$ cat config.mk
export PLATFORM = sky130hd
export DESIGN_NAME = i2c_eeprom_byte_master_core_flat
export DESIGN_NICKNAME = d
export VERILOG_FILES = /design/src/iebm_pkg.sv /design/src/iebm_if.sv /design/src/i2c_eeprom_byte_master_core.sv /design/src/flat_wrapper.sv
export SDC_FILE = /design/constraint.sdc
export NUM_CORES = 1
export LEC_CHECK = 0
export BUFFER_PORTS_ARGS = -buffer_cell sky130_fd_sc_hd__buf_2
export CAP_MARGIN = 20
export CORE_MARGIN = 2
export CORE_UTILIZATION = 45
export CTS_CLUSTER_SIZE = 24
export DETAILED_ROUTE_END_ITERATION = 8
export GPL_TIMING_DRIVEN = 0
export PLACE_DENSITY = 0.68
export SETUP_SLACK_MARGIN = 0.15
export SLEW_MARGIN = 30
export SYNTH_ARGS = -nofsm -noshare
export SYNTH_HDL_FRONTEND = slang
export SYNTH_SLANG_ARGS = --single-unit
$ cat constraint.sdc
create_clock -name clk -period 3.75 [get_ports clk]
set_clock_uncertainty 0.1 [all_clocks]
set_input_delay 0.375 -clock clk [delete_from_list [all_inputs] [get_ports clk]]
set_output_delay 0.375 -clock clk [all_outputs]
set_load 0.02 [all_outputs]
$ cat src/iebm_pkg.sv
// ----------------------------------------------------------------------------
// I2C EEPROM byte master package
// Shared codes, constants and the result word type of the byte master.
// ----------------------------------------------------------------------------
`default_nettype none

package iebm_pkg;

  // Command codes carried by the input word.
  localparam logic [1:0] CMD_TICK  = 2'd0;
  localparam logic [1:0] CMD_WRITE = 2'd1;
  localparam logic [1:0] CMD_READ  = 2'd2;

  // Status codes reported with done.
  localparam logic [1:0] ST_OK        = 2'd0;
  localparam logic [1:0] ST_BUS_BUSY  = 2'd1;
  localparam logic [1:0] ST_BUS_FAULT = 2'd2;
  localparam logic [1:0] ST_NO_ACK    = 2'd3;

  // Bus segments; the phase is the segment followed by a two-bit quarter.
  localparam logic [3:0] SEG_IDLE      = 4'd0;
  localparam logic [3:0] SEG_START     = 4'd1;
  localparam logic [3:0] SEG_DEV       = 4'd2;
  localparam logic [3:0] SEG_ACK_DEV   = 4'd3;
  localparam logic [3:0] SEG_ADDR      = 4'd4;
  localparam logic [3:0] SEG_ACK_ADDR  = 4'd5;
  localparam logic [3:0] SEG_DATA      = 4'd6;
  localparam logic [3:0] SEG_ACK_DATA  = 4'd7;
  localparam logic [3:0] SEG_RESTART   = 4'd8;
  localparam logic [3:0] SEG_DEVR      = 4'd9;
  localparam logic [3:0] SEG_ACK_DEVR  = 4'd10;
  localparam logic [3:0] SEG_RECV      = 4'd11;
  localparam logic [3:0] SEG_NOACK     = 4'd12;
  localparam logic [3:0] SEG_STOP      = 4'd13;
  localparam logic [3:0] SEG_STOP_FAIL = 4'd14;

  // Quarters of one bit cell.
  localparam logic [1:0] Q_0 = 2'd0;
  localparam logic [1:0] Q_1 = 2'd1;
  localparam logic [1:0] Q_2 = 2'd2;

  localparam logic [7:0] DEV_ADDR_RESET = 8'd160;
  localparam logic [7:0] READ_BIT       = 8'h01;
  localparam logic [4:0] BITS_PER_BYTE  = 5'd8;

  typedef struct packed {
    logic       scl_out;
    logic       sda_release;
    logic       busy_res;
    logic       done_res;
    logic [1:0] status;
    logic [7:0] read_data;
    logic       cmd_rejected;
  } result_t;

endpackage

`default_nettype wire

$ cat src/iebm_if.sv
// ----------------------------------------------------------------------------
// I2C EEPROM byte master channel interfaces
// Valid/ready channels for tick input, tick result and configuration.
// ----------------------------------------------------------------------------
`default_nettype none

interface iebm_in_if;
  logic       valid;
  logic       ready;
  logic [1:0] cmd;
  logic [7:0] mem_addr;
  logic [7:0] write_data;
  logic       sda_in;

  modport source (output valid, cmd, mem_addr, write_data, sda_in, input ready);
  modport sink   (input valid, cmd, mem_addr, write_data, sda_in, output ready);
endinterface

interface iebm_out_if;
  logic       valid;
  logic       ready;
  logic       scl_out;
  logic       sda_release;
  logic       busy_res;
  logic       done_res;
  logic [1:0] status;
  logic [7:0] read_data;
  logic       cmd_rejected;

  modport source (output valid, scl_out, sda_release, busy_res, done_res, status,
                  read_data, cmd_rejected, input ready);
  modport sink   (input valid, scl_out, sda_release, busy_res, done_res, status,
                  read_data, cmd_rejected, output ready);
endinterface

interface iebm_cfg_if;
  logic       valid;
  logic       ready;
  logic [7:0] device_address;

  modport source (output valid, device_address, input ready);
  modport sink   (input valid, device_address, output ready);
endinterface

`default_nettype wire

$ cat src/i2c_eeprom_byte_master_core.sv
// ----------------------------------------------------------------------------
// I2C EEPROM byte master core
// Bit-level I2C master for single-byte write and random read of a small
// serial EEPROM, advanced one quarter-bit tick per input word.
// ----------------------------------------------------------------------------
// Usage: every word on in_ch is one bus tick from an external prescaler. It
// carries the sampled SDA level and, while the master is idle, an optional
// write or random-read command with word address and data. Each accepted
// word yields exactly one result word on out_ch with the SCL level, the SDA
// release bit, busy, done, status, read data and a command-rejected flag.
// The device address byte is written on cfg_ch, which is always ready; it
// must only change while no transaction is in progress.
// The result of a word is registered. Throughput is one word per cycle while
// in_ch.ready is high; the whole tick update is one pass of logic from the
// bus state registers. A two-entry output stage (result register plus skid
// register) lets the master take a word while a result is still waiting;
// in_ch.ready drops only when both entries hold results that the receiver
// has not taken.
// Reset (rst_n low, synchronous) returns the bus state to idle with SCL and
// SDA released, empties the output stage and sets the device address to
// 0xA0.
// ----------------------------------------------------------------------------
`default_nettype none

module i2c_eeprom_byte_master_core
  import iebm_pkg::*;
(
  input  wire           clk,
  input  wire           rst_n,
  iebm_in_if.sink       in_ch,
  iebm_out_if.source    out_ch,
  iebm_cfg_if.sink      cfg_ch
);

  // Bus state.
  logic [5:0] phase_r,      phase_nxt;
  logic [3:0] bit_count_r,  bit_count_nxt;
  logic [7:0] shift_r,      shift_nxt;
  logic       is_read_r,    is_read_nxt;
  logic [7:0] addr_latch_r, addr_latch_nxt;
  logic [7:0] data_latch_r, data_latch_nxt;
  logic       scl_r,        scl_nxt;
  logic       sda_r,        sda_nxt;
  logic [7:0] dev_addr_r;

  // Output stage.
  logic    out_valid_r, skid_valid_r;
  result_t out_r, skid_r;
  result_t res;

  logic       in_acc;
  logic [3:0] seg;
  logic [1:0] q;
  logic       is_cmd;
  logic [4:0] bc_inc;
  logic       byte_end;
  logic       done;
  logic [1:0] status;
  logic [7:0] rdata;
  logic       rej;

  assign cfg_ch.ready = 1'b1;
  assign in_ch.ready  = !skid_valid_r;
  assign in_acc       = in_ch.valid && in_ch.ready;

  assign seg      = phase_r[5:2];
  assign q        = phase_r[1:0];
  assign is_cmd   = (in_ch.cmd == CMD_WRITE) || (in_ch.cmd == CMD_READ);
  assign bc_inc   = {1'b0, bit_count_r} + 5'd1;
  assign byte_end = (bc_inc >= BITS_PER_BYTE);

  // One tick of the bus sequencer.
  always_comb begin
    phase_nxt      = phase_r;
    bit_count_nxt  = bit_count_r;
    shift_nxt      = shift_r;
    is_read_nxt    = is_read_r;
    addr_latch_nxt = addr_latch_r;
    data_latch_nxt = data_latch_r;
    scl_nxt        = scl_r;
    sda_nxt        = sda_r;
    done           = 1'b0;
    status         = ST_OK;
    rdata          = 8'd0;
    rej            = 1'b0;

    if ((seg == SEG_IDLE) || (seg > SEG_STOP_FAIL)) begin
      phase_nxt = 6'd0;
      if (is_cmd) begin
        // The command tick already drives the first quarter of the start.
        addr_latch_nxt = in_ch.mem_addr;
        data_latch_nxt = in_ch.write_data;
        is_read_nxt    = (in_ch.cmd == CMD_READ);
        scl_nxt        = 1'b1;
        sda_nxt        = 1'b1;
        phase_nxt      = {SEG_START, Q_1};
      end
    end else begin
      rej = is_cmd;
      case (seg)
        SEG_START, SEG_RESTART: begin
          if (q == Q_0) begin
            scl_nxt   = 1'b1;
            sda_nxt   = 1'b1;
            phase_nxt = phase_r + 6'd1;
          end else if (q == Q_1) begin
            // Another master or a stuck device holds SDA low.
            if ((seg == SEG_START) && !in_ch.sda_in) begin
              done      = 1'b1;
              status    = ST_BUS_BUSY;
              phase_nxt = 6'd0;
            end else begin
              sda_nxt   = 1'b0;
              phase_nxt = phase_r + 6'd1;
            end
          end else begin
            // SDA did not follow our pull-down: the line is broken.
            if ((seg == SEG_START) && in_ch.sda_in) begin
              done      = 1'b1;
              status    = ST_BUS_FAULT;
              phase_nxt = 6'd0;
            end else begin
              sda_nxt       = 1'b0;
              bit_count_nxt = 4'd0;
              if (seg == SEG_START) begin
                phase_nxt = {SEG_DEV, Q_0};
                shift_nxt = dev_addr_r;
              end else begin
                phase_nxt = {SEG_DEVR, Q_0};
                shift_nxt = dev_addr_r | READ_BIT;
              end
            end
          end
        end
        SEG_DEV, SEG_ADDR, SEG_DATA, SEG_DEVR: begin
          if (q == Q_0) begin
            scl_nxt   = 1'b0;
            phase_nxt = phase_r + 6'd1;
          end else if (q == Q_1) begin
            sda_nxt   = shift_r[7];
            shift_nxt = {shift_r[6:0], 1'b0};
            phase_nxt = phase_r + 6'd1;
          end else if (q == Q_2) begin
            scl_nxt   = 1'b1;
            phase_nxt = phase_r + 6'd1;
          end else if (byte_end) begin
            bit_count_nxt = 4'd0;
            phase_nxt     = {seg + 4'd1, Q_0};
          end else begin
            bit_count_nxt = bc_inc[3:0];
            phase_nxt     = {seg, Q_0};
          end
        end
        SEG_ACK_DEV, SEG_ACK_ADDR, SEG_ACK_DATA, SEG_ACK_DEVR, SEG_NOACK: begin
          if (q == Q_0) begin
            scl_nxt   = 1'b0;
            phase_nxt = phase_r + 6'd1;
          end else if (q == Q_1) begin
            sda_nxt   = 1'b1;
            phase_nxt = phase_r + 6'd1;
          end else if (q == Q_2) begin
            scl_nxt   = 1'b1;
            phase_nxt = phase_r + 6'd1;
          end else if (seg == SEG_ACK_DEV) begin
            // Only the device byte acknowledge is checked.
            if (in_ch.sda_in) begin
              phase_nxt = {SEG_STOP_FAIL, Q_0};
            end else begin
              phase_nxt     = {SEG_ADDR, Q_0};
              shift_nxt     = addr_latch_r;
              bit_count_nxt = 4'd0;
            end
          end else if (seg == SEG_ACK_ADDR) begin
            if (is_read_r) begin
              phase_nxt = {SEG_RESTART, Q_0};
            end else begin
              phase_nxt     = {SEG_DATA, Q_0};
              shift_nxt     = data_latch_r;
              bit_count_nxt = 4'd0;
            end
          end else if ((seg == SEG_ACK_DATA) || (seg == SEG_NOACK)) begin
            phase_nxt = {SEG_STOP, Q_0};
          end else begin
            phase_nxt     = {SEG_RECV, Q_0};
            shift_nxt     = 8'd0;
            bit_count_nxt = 4'd0;
          end
        end
        SEG_RECV: begin
          if (q == Q_0) begin
            scl_nxt   = 1'b0;
            phase_nxt = phase_r + 6'd1;
          end else if (q == Q_1) begin
            sda_nxt   = 1'b1;
            phase_nxt = phase_r + 6'd1;
          end else if (q == Q_2) begin
            scl_nxt   = 1'b1;
            phase_nxt = phase_r + 6'd1;
          end else begin
            shift_nxt = {shift_r[6:0], in_ch.sda_in};
            if (byte_end) begin
              bit_count_nxt = 4'd0;
              phase_nxt     = {SEG_NOACK, Q_0};
            end else begin
              bit_count_nxt = bc_inc[3:0];
              phase_nxt     = {SEG_RECV, Q_0};
            end
          end
        end
        default: begin
          // Stop condition, after success or after a missing device ack.
          if (q == Q_0) begin
            scl_nxt   = 1'b0;
            phase_nxt = phase_r + 6'd1;
          end else if (q == Q_1) begin
            sda_nxt   = 1'b0;
            phase_nxt = phase_r + 6'd1;
          end else if (q == Q_2) begin
            scl_nxt   = 1'b1;
            phase_nxt = phase_r + 6'd1;
          end else begin
            sda_nxt   = 1'b1;
            done      = 1'b1;
            phase_nxt = 6'd0;
            if (seg == SEG_STOP_FAIL) begin
              status = ST_NO_ACK;
            end else if (is_read_r) begin
              rdata = shift_r;
            end
          end
        end
      endcase
      if (done) begin
        bit_count_nxt = 4'd0;
      end
    end
  end

  always_comb begin
    res.scl_out      = scl_nxt;
    res.sda_release  = sda_nxt;
    res.busy_res     = (phase_nxt != 6'd0);
    res.done_res     = done;
    res.status       = status;
    res.read_data    = rdata;
    res.cmd_rejected = rej;
  end

  // Bus state and configuration registers.
  always_ff @(posedge clk) begin
    if (!rst_n) begin
      phase_r      <= 6'd0;
      bit_count_r  <= 4'd0;
      shift_r      <= 8'd0;
      is_read_r    <= 1'b0;
      addr_latch_r <= 8'd0;
      data_latch_r <= 8'd0;
      scl_r        <= 1'b1;
      sda_r        <= 1'b1;
      dev_addr_r   <= DEV_ADDR_RESET;
    end else begin
      if (in_acc) begin
        phase_r      <= phase_nxt;
        bit_count_r  <= bit_count_nxt;
        shift_r      <= shift_nxt;
        is_read_r    <= is_read_nxt;
        addr_latch_r <= addr_latch_nxt;
        data_latch_r <= data_latch_nxt;
        scl_r        <= scl_nxt;
        sda_r        <= sda_nxt;
      end
      if (cfg_ch.valid) begin
        dev_addr_r <= cfg_ch.device_address;
      end
    end
  end

  // Output stage: a new result goes to the skid register only when the
  // result register is full and not being taken in this cycle.
  always_ff @(posedge clk) begin
    if (!rst_n) begin
      out_valid_r  <= 1'b0;
      skid_valid_r <= 1'b0;
    end else begin
      if (in_acc) begin
        if (!out_valid_r || out_ch.ready) begin
          out_valid_r <= 1'b1;
        end else begin
          skid_valid_r <= 1'b1;
        end
      end else if (out_valid_r && out_ch.ready) begin
        if (skid_valid_r) begin
          skid_valid_r <= 1'b0;
        end else begin
          out_valid_r <= 1'b0;
        end
      end
    end
  end

  always_ff @(posedge clk) begin
    if (in_acc) begin
      if (!out_valid_r || out_ch.ready) begin
        out_r <= res;
      end else begin
        skid_r <= res;
      end
    end else if (out_valid_r && out_ch.ready && skid_valid_r) begin
      out_r <= skid_r;
    end
  end

  assign out_ch.valid        = out_valid_r;
  assign out_ch.scl_out      = out_r.scl_out;
  assign out_ch.sda_release  = out_r.sda_release;
  assign out_ch.busy_res     = out_r.busy_res;
  assign out_ch.done_res     = out_r.done_res;
  assign out_ch.status       = out_r.status;
  assign out_ch.read_data    = out_r.read_data;
  assign out_ch.cmd_rejected = out_r.cmd_rejected;

endmodule

`default_nettype wire
$ cat src/flat_wrapper.sv
// flat-port wrapper written by rule: the top's interface ports become plain ports
module i2c_eeprom_byte_master_core_flat import iebm_pkg::*;
  (clk, rst_n, in_ch_valid, in_ch_cmd, in_ch_mem_addr, in_ch_write_data, in_ch_sda_in, in_ch_ready, out_ch_valid, out_ch_scl_out, out_ch_sda_release, out_ch_busy_res, out_ch_done_res, out_ch_status, out_ch_read_data, out_ch_cmd_rejected, out_ch_ready, cfg_ch_valid, cfg_ch_device_address, cfg_ch_ready);
  iebm_in_if in_ch_i ();
  iebm_out_if out_ch_i ();
  iebm_cfg_if cfg_ch_i ();
  input  wire clk;
  input  wire rst_n;
  input wire logic [$bits(in_ch_i.valid)-1:0] in_ch_valid;
  input wire logic [$bits(in_ch_i.cmd)-1:0] in_ch_cmd;
  input wire logic [$bits(in_ch_i.mem_addr)-1:0] in_ch_mem_addr;
  input wire logic [$bits(in_ch_i.write_data)-1:0] in_ch_write_data;
  input wire logic [$bits(in_ch_i.sda_in)-1:0] in_ch_sda_in;
  output wire logic [$bits(in_ch_i.ready)-1:0] in_ch_ready;
  output wire logic [$bits(out_ch_i.valid)-1:0] out_ch_valid;
  output wire logic [$bits(out_ch_i.scl_out)-1:0] out_ch_scl_out;
  output wire logic [$bits(out_ch_i.sda_release)-1:0] out_ch_sda_release;
  output wire logic [$bits(out_ch_i.busy_res)-1:0] out_ch_busy_res;
  output wire logic [$bits(out_ch_i.done_res)-1:0] out_ch_done_res;
  output wire logic [$bits(out_ch_i.status)-1:0] out_ch_status;
  output wire logic [$bits(out_ch_i.read_data)-1:0] out_ch_read_data;
  output wire logic [$bits(out_ch_i.cmd_rejected)-1:0] out_ch_cmd_rejected;
  input wire logic [$bits(out_ch_i.ready)-1:0] out_ch_ready;
  input wire logic [$bits(cfg_ch_i.valid)-1:0] cfg_ch_valid;
  input wire logic [$bits(cfg_ch_i.device_address)-1:0] cfg_ch_device_address;
  output wire logic [$bits(cfg_ch_i.ready)-1:0] cfg_ch_ready;
  assign in_ch_i.valid = in_ch_valid;
  assign in_ch_i.cmd = in_ch_cmd;
  assign in_ch_i.mem_addr = in_ch_mem_addr;
  assign in_ch_i.write_data = in_ch_write_data;
  assign in_ch_i.sda_in = in_ch_sda_in;
  assign in_ch_ready = in_ch_i.ready;
  assign out_ch_valid = out_ch_i.valid;
  assign out_ch_scl_out = out_ch_i.scl_out;
  assign out_ch_sda_release = out_ch_i.sda_release;
  assign out_ch_busy_res = out_ch_i.busy_res;
  assign out_ch_done_res = out_ch_i.done_res;
  assign out_ch_status = out_ch_i.status;
  assign out_ch_read_data = out_ch_i.read_data;
  assign out_ch_cmd_rejected = out_ch_i.cmd_rejected;
  assign out_ch_i.ready = out_ch_ready;
  assign cfg_ch_i.valid = cfg_ch_valid;
  assign cfg_ch_i.device_address = cfg_ch_device_address;
  assign cfg_ch_ready = cfg_ch_i.ready;
  i2c_eeprom_byte_master_core u_core (.clk(clk), .rst_n(rst_n), .in_ch(in_ch_i), .out_ch(out_ch_i), .cfg_ch(cfg_ch_i));
endmodule
==> metrics.log <==
INFO  metric run_status = finished, final reports clean
INFO  metric vias_per_cell = about 5.7
INFO  metric routed_length_per_placed_instance = approximately 17 um
INFO  metric p_per_area = 411 nW/um2
INFO  metric design_area = 4950 um2
INFO  metric first_global_vias = 3558
INFO  metric synth.cell_area = 4350 um2
INFO  metric placeableCoreArea = 9330 um2
INFO  metric die_h = 102 um
INFO  metric worst_hold_path_type = input pin to flop
INFO  metric timing.fmax = 294 MHz
INFO  metric grt_first_pass_wirelength = 18500 um
INFO  metric vias = 3842
INFO  metric cts_root_buf = sky130_fd_sc_hd__clkbuf_8
INFO  metric dpl.hpwl = 8610 um
INFO  metric nets = just under 600
INFO  metric grt_start_max_net_pins = 16
INFO  metric synth-edff-count = 30
INFO  metric ioPinCount = 50
INFO  metric clk-insertion-delay-late = 0.36 ns
INFO  metric initial_core_util = a little under half
INFO  metric synthCells = 488
INFO  metric ff2ff_path_depth = 8
INFO  metric drive_above_1_share = a little under a fifth
INFO  metric num_rows = 35
INFO  metric tritoncts_num_sinks = 77
INFO  metric type_of_origin_of_the_critical_path = flop
INFO  metric postSynthNetCount = 532
INFO  metric worst_setup_path_end_kind = flop
INFO  metric detail_route.first_pass.iterations = 5
INFO  metric cts_tree = built
INFO  metric vdd_drop_max = 0.258 mV
INFO  metric cp_data_required_time = 3.72 ns
INFO  metric timing.setup.tns = 0 ns
INFO  metric die_area = 10500 um2
INFO  metric main_area_contributors_after_synthesis = sky130_fd_sc_hd__dfxtp_1 22%, sky130_fd_sc_hd__edfxtp_1 21%, sky130_fd_sc_hd__nand2_1 7.2%, sky130_fd_sc_hd__a21oi_1 6.1%, sky130_fd_sc_hd__mux2i_1 4.4%
INFO  metric number_of_buffers_inserted_by_port_buffering = 47
INFO  metric timing_hold_violations_final = 0
INFO  metric remaining_drc_errors = 0
INFO  metric period_minus_slack = 3.40 ns
INFO  metric synthMostInstantiatedCell = sky130_fd_sc_hd__nand2_1
INFO  metric timing_max_transition_violations_final = 0
INFO  metric ys_dominant_reg_cell = sky130_fd_sc_hd__dfxtp_1
INFO  metric postPlaceCellArea = about 4700 um2
INFO  metric synth_top_cell_by_area = sky130_fd_sc_hd__dfxtp_1
INFO  metric hold_slack = roughly 0.12 ns
INFO  metric setup_viol_count_final = 0
INFO  metric ys_async_sr_fraction = 0%
INFO  metric worstPathMaxFanout = 7
INFO  metric tightestPinTransition = 0.861 ns
INFO  metric gp_congestion = between 0.9 and 1
INFO  metric grt_antenna_before_repair = 0
INFO  metric drt-total-wl = 11600 um
INFO  metric ctsLongestPathBuffers = 2
INFO  metric synth-seq-cells = 77
INFO  metric synth_top_cells_by_count = 84 x sky130_fd_sc_hd__nand2_1, 53 x sky130_fd_sc_hd__a21oi_1, 47 x sky130_fd_sc_hd__dfxtp_1, 40 x sky130_fd_sc_hd__nor2_1, 30 x sky130_fd_sc_hd__edfxtp_1
INFO  metric post-route-period-util = 90.6%
INFO  metric crit_arrival = 3.37 ns
INFO  metric yosysUniqueCellTypes = 69
INFO  metric synth_seq_area_share = 42.3%
INFO  metric synth.yosys.warnings = 0
INFO  metric antenna_violating_nets_post_route = 0
INFO  metric drv_cap = 0
INFO  metric hold_path_depth = 2
INFO  metric post-synth-top-area-fraction = 21.6%
INFO  metric criticalPathCategory = flop to flop
INFO  metric inserted_clock_buffers = 9
INFO  metric htreeDepth = 3
INFO  metric grt_usage = between 20% and 30%
INFO  metric slew_headroom = 42.0%
INFO  metric drtIter0Drc = roughly 250
INFO  metric syn_area_per_cell = 8.91 um2
INFO  metric die_width = 102 um
INFO  metric unrepaired_setup_endpoints_after_global_routing = no
INFO  metric area_delta_synth_final = 13.7%
INFO  metric insertedDiodeCount = 0
INFO  metric leakage = roughly 1.9 nW
INFO  metric global_route.overflow_total = 0
INFO  metric worst_setup_hold_path_clk_slew = about 0.080 ns
## per-layer routing
layer | routed length, um | vias up | GRT usage, %
met2 | 5190 | 150 | 34.5
met1 | 5450 | 1804 | 33.5
met5 | 0 | - | 0
met4 | 211 | 0 | 7.08
met3 | 751 | 17 | 4.38
li1 | - | 1871 | -
## cell usage in the layout (no fill, tap or decap), drive strengths merged, types with 8 or more instances in the layout
cell type	count
nor2	41
and2	8
a21oi	53
edfxtp	30
nand3	8
inv	17
ha	12
buf	58
clkbuf	26
o21ai	16
a221o	9
mux2	15
dfxtp	47
mux2i	19
nor3	10
nand2	85
## final cells by class
| type | instances | area [um2] |
|---|---|---|
| Fill cell | 897 | 4380 |
| Multi-Input combinational cell | 369 | 2350 |
| Sequential cell | 77 | 1840 |
| Timing Repair Buffer | 47 | 235 |
| Tap cell | 129 | 161 |
| Buffer | 28 | 129 |
| Clock buffer | 9 | 124 |
| Clock inverter | 7 | 56.3 |
| Inverter | 14 | 52.6 |
## worst max-delay path, cell delays in order, from the launching register on
cell and delay, ns:
sky130_fd_sc_hd__dfxtp_1 0.45, sky130_fd_sc_hd__inv_1 0.15, sky130_fd_sc_hd__ha_1 0.33, sky130_fd_sc_hd__nor3_1 0.67, sky130_fd_sc_hd__o221ai_1 0.26, sky130_fd_sc_hd__o21a_1 0.25, sky130_fd_sc_hd__or3_1 0.39, sky130_fd_sc_hd__nor4_2 0.40
sky130_fd_sc_hd__a31oi_1 0.13
## worst paths after layout
path,startpoint,to,slack [ns]
max,u_core.phase_r[0]$_SDFFE_PN0P_,u_core.out_ch.busy_res$_DFFE_PP_,0.35
max reg2reg,u_core.phase_r[0]$_SDFFE_PN0P_,u_core.out_ch.busy_res$_DFFE_PP_,0.35
min,out_ch_ready,u_core.skid_valid_r$_SDFFE_PN0P_,0.12
min reg2reg,u_core.addr_latch_r[4]$_SDFFE_PN0P_,u_core.addr_latch_r[4]$_SDFFE_PN0P_,0.36
## metrics by stage
stage               util [%]  total power [mW]  std cells  worst slack [ns]
finish                  53.0              2.03        680             0.353
detailed placement      50.9              1.44        664             0.351
CTS                     52.9              2.03        680             0.327
global route            53.0              2.13        680             0.194
global placement        50.9              1.44        664             0.360
floorplan                  -              1.30        488             0.903
## logic make-up (layout without fill, tap and decap cells)
kind of cell | count (synthesis) | after routing | synth area share [%]
compound gates | 130 | 130 | 20.0
mux | 34 | 34 | 8.26
other cells | 1 | 1 | 0.0862
simple gates | 189 | 189 | 21.1
buf+inv | 42 | 105 | 4.17
fa+ha+maj | 12 | 12 | 3.45
xor+xnor | 3 | 3 | 0.604
flops | 77 | 77 | 42.3
## report_power, final
part	total, mW	internal, mW	switching [mW]	leakage (nW)
logic	0.491	0.176	0.315	1.12
clock network	0.598	0.250	0.347	0.0925
registers	0.944	0.915	0.0288	0.684
total	2.03	1.34	0.691	1.90
## repair_timing
action / 4_1_cts / 5_1_grt
endpoints found under the setup margin: 0 / 2
buffers inserted: 0 / 0
hold buffers: 0 / 0
gates resized for setup: 0 / 1
## registers in the layout, summed over array words and instances, names as in the netlist, 2 cells and up
register / flops
u_core.skid_r: 15
u_core.out_ch.read_data: 8
u_core.bit_count_r: 4
u_core.dev_addr_r: 8
u_core.addr_latch_r: 8
u_core.phase_r: 6
u_core.shift_r: 8
u_core.data_latch_r: 8
u_core.out_ch.status: 2
Power figures use the tool's default switching activity.
